--- src/design/osvl_pkg.sv ---
// Shared constants, types and helpers for the oversampled state-variable lowpass.
package osvl_pkg;

  localparam int unsigned SampleW = 24;
  localparam int unsigned SampleShift = 29 - SampleW;
  localparam int unsigned CutW = 17;
  localparam int unsigned AccW = 32;

  localparam logic [16:0] OneQ16 = 17'd65536;
  localparam logic [29:0] FxScale = 30'd557758033;
  localparam logic [29:0] C3Q30 = 30'd178956971;
  localparam logic [29:0] C5Q30 = 30'd8947849;
  localparam logic [29:0] C7Q30 = 30'd213044;

  // ceil(2^33 / 3): floor(n / 3) == (n * RecipThird) >> 33 for any n below 2^33.
  localparam logic [31:0] RecipThird = 32'd2863311531;

  // Output saturation limits in the widened mean format.
  localparam logic signed [37:0] OutMax = 38'((64'sd1 <<< (SampleW - 1)) - 64'sd1);
  localparam logic signed [37:0] OutMin = -OutMax - 38'sd1;

  localparam logic [0:0] RegResonance = 1'b0;
  localparam logic [0:0] RegMinCutoff = 1'b1;

  localparam int unsigned QDepth = 2;

  // Item handed from the front part to the back part.
  typedef struct packed {
    logic signed [AccW-1:0] x;
    logic [16:0] cut;
  } osvl_job_t;

  function automatic logic signed [AccW-1:0] sat32(input logic signed [63:0] v);
    if (v > 64'sd2147483647) return 32'sh7fffffff;
    if (v < -64'sd2147483648) return 32'sh80000000;
    return v[AccW-1:0];
  endfunction

  // Round-half-away shift of a signed product.
  function automatic logic signed [63:0] rsr(input logic signed [63:0] v,
                                             input int unsigned s);
    logic [63:0] mag;
    logic [63:0] r;
    mag = v[63] ? 64'(-v) : 64'(v);
    r = (mag + (64'd1 << (s - 1))) >> s;
    return v[63] ? -$signed(r) : $signed(r);
  endfunction

endpackage

--- src/design/osvl_front.sv ---
// Input side: accepts items, scales the sample and clamps the cutoff into a queue.
module osvl_front import osvl_pkg::*; (
  input  logic clk_i,
  input  logic rst_ni,
  input  logic s_tvalid,
  output logic s_tready,
  input  logic [SampleW-1:0] sample_i,
  input  logic [16:0] cut_i,
  input  logic [16:0] min_cut_i,
  output logic q_valid_o,
  input  logic q_pop_i,
  output osvl_job_t q_job_o
);
  osvl_job_t mem_q [QDepth];
  logic [0:0] wp_q, rp_q;
  logic [1:0] cnt_q;
  logic push;
  logic [16:0] lo, c;
  osvl_job_t job;

  assign s_tready = (cnt_q != 2'(QDepth));
  assign push = s_tvalid && s_tready;
  assign q_valid_o = (cnt_q != 2'd0);
  assign q_job_o = mem_q[rp_q];

  always_comb begin
    lo = (min_cut_i > OneQ16) ? OneQ16 : min_cut_i;
    c = cut_i;
    if (c < lo) c = lo;
    if (c > OneQ16) c = OneQ16;
    job.cut = c;
    job.x = AccW'($signed(sample_i)) <<< SampleShift;
  end

  always_ff @(posedge clk_i) begin
    if (push) mem_q[wp_q] <= job;
  end

  always_ff @(posedge clk_i or negedge rst_ni) begin
    if (!rst_ni) begin
      wp_q <= '0;
      rp_q <= '0;
      cnt_q <= '0;
    end else begin
      if (push) wp_q <= wp_q + 1'b1;
      if (q_pop_i) rp_q <= rp_q + 1'b1;
      cnt_q <= cnt_q + 2'(push) - 2'(q_pop_i);
    end
  end
endmodule

--- config.mk ---
export PLATFORM = sky130hd
export DESIGN_NAME = osvl_front
export DESIGN_NICKNAME = d
export VERILOG_FILES = /design/src/design/osvl_pkg.sv /design/src/design/osvl_front.sv
export SDC_FILE = /design/constraint.sdc
export NUM_CORES = 1
export LEC_CHECK = 0
export BUFFER_PORTS_ARGS = -buffer_cell sky130_fd_sc_hd__buf_2
export CORE_MARGIN = 3
export CORE_UTILIZATION = 35
export CTS_BUF_LIST = sky130_fd_sc_hd__clkbuf_8
export DETAILED_ROUTE_END_ITERATION = 12
export PLACE_DENSITY = 0.53
export SETUP_SLACK_MARGIN = 0.4
export SYNTH_ARGS = -nofsm -noshare
export SYNTH_HDL_FRONTEND = slang
export SYNTH_SLANG_ARGS = --single-unit
--- constraint.sdc ---
create_clock -name clk_i -period 3.5 [get_ports clk_i]
set_input_delay 0.175 -clock clk_i [delete_from_list [all_inputs] [get_ports clk_i]]
set_output_delay 0.175 -clock clk_i [all_outputs]
set_load 0.1 [all_outputs]
# Word-level counts from Yosys, hierarchy flattened
# Memories as Yosys holds them, arrays and structs flattened.
# Index checks and enable logic that the tools add are counted.
# totals
reg_bits	4
ramBits	88
in_bits	62
wordCells	19
n_memories	1
# classes
n_addsub	4
n_lt_le_gt_ge	3
eq_ne	1
n_mux	5
reduce_logical	2
# mem_list
name	words	width	rd	rd_clocked_by_memory_dff	wr	line	text
mem_q	2	44	1	0	1	osvl_front.sv:14	osvl_job_t mem_q [QDepth];
# op_table
cell	count
$mux W17	3
$gt A17 B17 Y1 const B	2
$lt A17 B17 Y1	1
$add A1 B1 Y1 const B	2
$add A2 B1 Y2	1
$mux W1	2
$ne A2 B2 Y1 const B	1
$reduce_bool A2 Y1	1
$sub A2 B1 Y2	1
$logic_and A1 B1 Y1	1

# Depth between registers and ports, before layout
# Gate-level depths: netlist of the first run.
# logic_depth
depth_word	6
ltp_mapped	11

# Worst setup path before layout of the first run
# No wires, ideal clock.
# synth_timing
path_kind	flip-flop to flip-flop
start	register cnt_q[0]
end	memory mem_q[0][0] in the netlist's numbering (enable)
setup_ns	0.440
arrival_time_ns	3.164
slack_ns	-0.103
stages_incl_launch_ff	4
period_less_slack_ns	3.603
cell_sequence	dfrtp_1 nand2b_1 nand2_1 nor2_1
# synth_between
elab_chain_len	4
# synth_lines
element	line	text
start: declaration	osvl_front.sv:16	logic [1:0] cnt_q;
start signal: assignment	osvl_front.sv:47	cnt_q <= cnt_q + 2'(push) - 2'(q_pop_i);
$ne A2 B2 Y1	osvl_front.sv:21	assign s_tready = (cnt_q != 2'(QDepth));
named net s_tready	osvl_front.sv:6	output logic s_tready,
$logic_and A1 B1 Y1	osvl_front.sv:22	assign push = s_tvalid && s_tready;
$mux W1	osvl_front.sv:36	if (push) mem_q[wp_q] <= job;
$mux W1 (implied by the code)	osvl_front.sv:36	
end: declaration	osvl_front.sv:14	
# The timed path passes the listed nets, and every way through them passes these cells.

# Worst setup path in the final report of the first run
# layout_timing
start	input min_cut_i[3]
end	memory mem_q[0][4] in the netlist's numbering (data pin)
# layout_between
elab_chain_len	6
# layout_lines
element	line	text
start: declaration	osvl_front.sv:9	input logic [16:0] min_cut_i,
$gt A17 B17 Y1	osvl_front.sv:27	lo = (min_cut_i > OneQ16) ? OneQ16 : min_cut_i;
$mux W17 *	osvl_front.sv:27	
$lt A17 B17 Y1	osvl_front.sv:29	if (c < lo) c = lo;
$mux W17 *	osvl_front.sv:29	
$gt A17 B17 Y1	osvl_front.sv:30	if (c > OneQ16) c = OneQ16;
$mux W17 *	osvl_front.sv:30	
named net c[4]	osvl_front.sv:18	logic [16:0] lo, c;
# The timed path passes the listed nets; every way through them passes the cells marked *.

==> results.ini, run 1 <==
[outcome]
outcome = complete, no violations

[floorplanning]
die_h_um = 113
io_pins = 113
die-area_um2 = 12800
start_util = 0.363
core_um2 = 11000
die_x_um = 113
num_rows = 38

[yosys]
syn_area_um2 = 4010
synthCells = 263
synthSimpleGateAreaFrac = 0.0746
synthAdderAreaFrac = 0.0562
synth_compound_area_frac = 0.0322
synth-xor-area-share = 0.00874
ys.flop_type = edfxtp_1
synthArstFlopShare = 0.0465
synth_warnings = 0
synth_top_family_by_area = multiplexers
seq_area_frac_synth = 0.640
synth_edf_count = 82
avgSynthCellArea_um2 = 15.2
synth_seq_cells = 86
muxShareOfSynthArea = 0.156
ys_types = 36

[sta]
max_freq_mhz = 362
setup_viol_count_final = 0
rsz0062_at_grt = no
period_share = 0.789
clock_skew_ns = 0.00565
setup-tns-final_ns = 0
worst_pin_slew_ns = 1.02
layout_min_cycle_time_ns = 2.76
whs_ns = 0.0268
fin_ws_ns = 0.740
max_slew_margin = 0.318
finalHoldViolCount = 0
drv_slew = 0

[clock_tree]
htreeDepth = 3
cts.path.max_buffers = 2
holdBufCountCts = 20
post_cts_buffers = 0
clock_latency_ns = 0.34
cts-resized-gates = 0
cts_sinks = 86
root_buffer = clkbuf_8
path_clk_slew_ns = 0.08
cts_tree = built
numCtsBuffers = 9

[final_layout]
fin_cells = 538
final_common_cell = buf_2
nets = 473
num_antenna_cells = 0
areaGrowthSynthToFinish_pct = 25.8
n_fill_cell = 1029
final_cell_mix = 107 x buf_2, 82 x edfxtp_1, 41 x mux2_2
drive_gt1_frac = 0.445

[placed_design]
io_buffer_count = 107
pre_cts_ws_ns = 0.317
dp_hpwl_um = 5740
dp_cells = 502
gp_congestion = 0.807

[global_routing]
grt_usage = 0.129
grt_max_degree = 43
grt_pass1_wl_um = 12800
grt-ovfl-total = 0
antenna_found_initial = 0
grt_pass1_vias = 2559

[routing]
drt_pass1_iterations = 4
ant_nets = 0
wl_per_cell_um = 14.9
drc_errors = 0
drt_iter0_markers = 144
via_per_inst = 4.69
dr_total_vias = 2525
wl_um = 8030

[critical_path]
reg2reg_depth = 4
critPathLaunchType = input pin
critPathArrivalTime_ns = 2.91
endpoint_kind = register
worst-setup-path-type = in2reg
crit_required_ns = 3.65
reg2reg_from = cnt_q[1]$_DFF_PN0_
worstPathMaxFanout = 7
r2r_slack_ns = 1.60
r2r-end = mem_q[0][18]$_DFFE_PP_

[min_path]
hp-class = in2reg
whs_endpoint = mem_q[1][19]$_DFFE_PP_
whs_path_depth = 1
min-delay-start = sample_i[2]

[flow_run]
cap_violations = 0

sequential cells by signal (all words and copies together) (netlist names):
register  count
mem_q        82
cnt_q         2
rp_q          1
wp_q          1
Yosys cell counts (2+ instances only):
cell type  count  area share
dfrtp_1        4       0.025
buf_4          8       0.015
nand4_1        2      0.0031
mux2_2        41        0.12
o21ai_1        2      0.0025
ha_1          18       0.056
mux2i_1       15       0.037
nor4_1         8       0.012
clkbuf_1       5      0.0047
nand2_1       39       0.037
o21ai_0        3      0.0037
xnor2_1        3      0.0066
nor2_1         3      0.0028
inv_1          2      0.0019
a21oi_1        8       0.010
edfxtp_1      82        0.61
per-layer routing:
| metal | vias up | global-route usage | part of all wire |
|---|---|---|---|
| met5 | - | 0 | 0 |
| met4 | 0 | 0.0649 | 0.012 |
| met3 | 7 | 0.0294 | 0.075 |
| met2 | 97 | 0.202 | 0.46 |
| met1 | 1177 | 0.170 | 0.46 |
| li1 | 1244 | - | - |
stage by stage:
| step | instance area [um^2] | utilization |
|---|---|---|
| 6_report | 5040 | 0.457 |
| 4_1_cts | 5040 | 0.457 |
| 3_5_place_dp | 4660 | 0.422 |
| 5_1_grt | 5040 | 0.457 |
| 3_3_place_gp | 4660 | 0.422 |
| 2_1_floorplan | 4020 | - |
worst max-delay path, stage by stage:
cell	delay [ns]
buf_2	0.10
nor4_1	0.36
a41o_1	0.31
nand2_1	0.10
ha_1	0.30
nand4_1	0.20
nor4_4	0.35
nand2_2	0.13
o211ai_4	0.36
buf_4	0.22
mux2i_1	0.30
area by class of cell:
| class | instances | area (um^2) | share of cell area |
|---|---|---|---|
| timing repair buffer | 131 | 766 | 0.152 |
| multi-input combinational | 162 | 1340 | 0.266 |
| clock inverter | 7 | 57.6 | 0.0114 |
| sequential | 86 | 2560 | 0.509 |
| inverter | 3 | 11.3 | 0.00223 |
| tap | 140 | 175 | 0.0348 |
| clock buffer | 9 | 124 | 0.0246 |
kinds of logic after synthesis:
logic type               Yosys count
flip-flops                        86
AND/OR/NAND/NOR                   60
multiplexers                      57
buffers and inverters             19
adder cells (fa/ha/maj)           18
AO/OA/AOI/OAI                     18
XOR/XNOR                           4
other                              1
worst max-delay path by stage:
| stage | from | end | slack [ns] | depth (start not counted) |
|---|---|---|---|---|
| 2_1_floorplan | cnt_q[0]$_DFF_PN0_ | mem_q[0][0]$_DFFE_PP_ | 0.57 | 3 |
| 3_3_place_gp | min_cut_i[3] | mem_q[0][4]$_DFFE_PP_ | 0.37 | 11 |
| 3_5_place_dp | min_cut_i[3] | mem_q[0][9]$_DFFE_PP_ | 0.32 | 11 |
| 4_1_cts | min_cut_i[3] | mem_q[0][9]$_DFFE_PP_ | 0.69 | 11 |
| 5_1_grt | min_cut_i[3] | mem_q[0][9]$_DFFE_PP_ | 0.45 | 11 |
| 6_report | min_cut_i[3] | mem_q[0][4]$_DFFE_PP_ | 0.74 | 11 |
Power of run 1 is not shown: default switching activity piles up to over one toggle a cycle in this logic, so the estimate is an artifact.
==> run 2, diff against run 1 <==
--- a/config.mk
+++ b/config.mk
@@ -10,7 +10,7 @@
 export CORE_UTILIZATION = 35
 export CTS_BUF_LIST = sky130_fd_sc_hd__clkbuf_8
 export DETAILED_ROUTE_END_ITERATION = 12
-export PLACE_DENSITY = 0.53
+export PLACE_DENSITY = 0.56
 export SETUP_SLACK_MARGIN = 0.4
 export SYNTH_ARGS = -nofsm -noshare
 export SYNTH_HDL_FRONTEND = slang
==> constraint.sdc (replaced) <==
create_clock -name clk_i -period 2.2 [get_ports clk_i]
set_input_delay 0.11 -clock clk_i [delete_from_list [all_inputs] [get_ports clk_i]]
set_output_delay 0.11 -clock clk_i [all_outputs]
set_load 0.1 [all_outputs]
==> run 2 against run 1 <==
Against the previous run:
- the flow now finishes with violations (setup timing)
- die area is the same
- non-clock buffer count rose by 48
- worst setup slack got worse by 1.0 ns
- sequential cell count unchanged
- wire length rose by 10%
- register-to-register slack got worse by 0.92 ns
- sequential share of layout area is 8.5 points lower
- cell count rose by 8.9%
- critical path depth rose by 2
- cell area increased by 20%
- utilization grew 9.2 points
- critical path type unchanged
- highest routed layer unchanged
==> results.ini, run 2 (synthesis results as in run 1) <==
[routing]
ant_nets = 0  ; unchanged
drc_errors = 0  ; unchanged
wl_um = 8850  ; +10%
drt_iter0_markers = 108  ; -25%
via_per_inst = 4.73  ; +0.79%
wl_per_cell_um = 15.1  ; +1.2%
drt_pass1_iterations = 4  ; unchanged
dr_total_vias = 2772  ; +9.8%

[power_and_ir_drop]
switchingPower_mw = 4.48
switching_share = 0.505
p_per_area_nw_per_um2 = 1470
power.leakage_nw = 2.40
max-vdd-ir-drop_mv = 1.07
sequentialPowerShare = 0.269
p_int_mw = 4.39
power.total_mw = 8.87
clock_power_share = 0.152
combinationalPowerShare = 0.578

[floorplanning]
die_h_um = 113  ; unchanged
die-area_um2 = 12800  ; unchanged
num_rows = 38  ; unchanged
start_util = 0.363  ; unchanged
core_um2 = 11000  ; unchanged
io_pins = 113  ; unchanged
die_x_um = 113  ; unchanged

[clock_tree]
cts_tree = built
numCtsBuffers = 9  ; unchanged
clock_latency_ns = 0.34  ; about the same
htreeDepth = 3  ; unchanged
cts_sinks = 86  ; unchanged
root_buffer = clkbuf_8
path_clk_slew_ns = 0.08  ; about the same
cts.path.max_buffers = 2  ; unchanged

[sta]
drv_slew = 0  ; unchanged
max_freq_mhz = 406
worst_pin_slew_ns = 0.525  ; -0.498 ns
whs_ns = 0.0624  ; +0.0356 ns
setup-tns-final_ns = -7.57  ; -7.57 ns
fin_ws_ns = -0.261  ; -1.00 ns
rsz0062_at_grt = yes
max_slew_margin = 0.649  ; +0.331
layout_min_cycle_time_ns = 2.46
clock_skew_ns = 0.0100  ; +0.00440 ns
period_share = 1.12
setup_viol_count_final = 34  ; +34
finalHoldViolCount = 0  ; unchanged

[min_path]
hp-class = in2reg

[placed_design]
dp_hpwl_um = 6270  ; +9.2%
gp_congestion = 0.820  ; +1.6%
dp_cells = 534  ; +6.4%
place_area_um2 = 5080  ; +9.0%
io_buffer_count = 107  ; unchanged

[final_layout]
final_area_um2 = 6050  ; +20%
largestRegisters = mem_q (82), cnt_q (2)
fin_cells = 586  ; +8.9%
drive_gt1_frac = 0.572  ; +0.127
top_register = mem_q
areaGrowthSynthToFinish_pct = 51.0
final_cell_mix = 82 x edfxtp_1, 73 x buf_4, 65 x buf_2
nets = 521  ; +10%
largest_reg_flops = 82  ; unchanged
n_fill_cell = 941  ; -8.6%
final_common_cell = edfxtp_1
num_antenna_cells = 0  ; unchanged

[outcome]
violations = setup timing
outcome = complete, but fails checks

[global_routing]
grt-ovfl-total = 0  ; unchanged
grt_usage = 0.145  ; +0.0152
antenna_found_initial = 0  ; unchanged
grt_pass1_wl_um = 14500  ; +13%
grt_max_degree = 31  ; -28%
grt_pass1_vias = 2887  ; +13%

[critical_path]
crit_required_ns = 2.29  ; -1.36 ns
r2r_slack_ns = 0.68  ; -0.92 ns
worstPathMaxFanout = 5  ; -2
critPathLaunchType = input pin
critPathArrivalTime_ns = 2.55  ; -0.36 ns
startpoint = min_cut_i[12]
crit_end = mem_q[1][16]$_DFFE_PP_
reg2reg_depth = 3  ; -1
worst-setup-path-type = in2reg
endpoint_kind = register
reg2reg_from = cnt_q[1]$_DFF_PN0_
r2r-end = mem_q[1][35]$_DFFE_PP_

[flow_run]
cap_violations = 0  ; unchanged

run 2: metrics by stage:
stage               setup WS [ns]   util
floorplan                  -0.296      -
global placement           -0.566  0.460
detailed placement         -0.635  0.460
CTS                        -0.204  0.540
global route               -0.330  0.549
finish                     -0.261  0.549
run 2: power by group through the flow:
stage               combinational, mW  clock (mW)  sequential [mW]
finish                           5.13        1.35             2.39
global route                     5.33        1.47             2.43
CTS                              5.15        1.39             2.39
detailed placement               4.74           0             2.46
global placement                 4.74           0             2.45
floorplan                        3.96           0             2.38
run 2: metal layers:
layer / up-vias / part of all wire / track usage
met3: 12 / 0.072 / 0.0508
met4: 0 / 0.015 / 0.0353
met1: 1310 / 0.41 / 0.173
li1: 1351 / - / -
met2: 99 / 0.50 / 0.250
met5: - / 0 / 0
run 2: worst min-delay path by stage:
| stage | slack [ns] | from | cells after the start | to |
|---|---|---|---|---|
| 6_report | 0.06 | s_tvalid | 3 | wp_q$_DFFE_PN0P_ |
| 5_1_grt | 0.05 | s_tvalid | 3 | wp_q$_DFFE_PN0P_ |
| 4_1_cts | 0.04 | s_tvalid | 3 | wp_q$_DFFE_PN0P_ |
| 3_5_place_dp | -0.08 | rst_ni | 1 | cnt_q[1]$_DFF_PN0_ |
| 3_3_place_gp | -0.08 | rst_ni | 1 | cnt_q[1]$_DFF_PN0_ |
| 2_1_floorplan | -0.19 | rst_ni | 0 | cnt_q[0]$_DFF_PN0_ |
run 2: area by class of cell:
class / instances / area (um^2) / area share
Tap cell: 140 / 175 / 0.0289
Inverter: 3 / 11.3 / 0.00186
Clock inverter: 7 / 128 / 0.0211
Clock buffer: 9 / 124 / 0.0205
Timing Repair Buffer: 179 / 1410 / 0.233
Sequential cell: 86 / 2570 / 0.424
Multi-Input combinational cell: 162 / 1630 / 0.270
run 2: timing repair:
action,4_1_cts,5_1_grt
pin swaps,8,10
endpoints found under the setup margin,66,39
hold buffers,26,0
setup buffers,7,1
gates cloned,2,0
endpoints found under the hold margin,53,0
gates resized for setup,69,14
run 2: worst max-delay path, cell delays in order:
cell	delay, ns
buf_8	0.10
nor4_4	0.29
a41o_2	0.31
buf_12	0.15
nand2_8	0.05
ha_4	0.26
nand4_4	0.13
nor4_4	0.34
buf_4	0.17
a221oi_4	0.06
o211ai_4	0.12
buf_6	0.14
mux2_4	0.30
No activity file was read; power rests on OpenSTA's default activity.
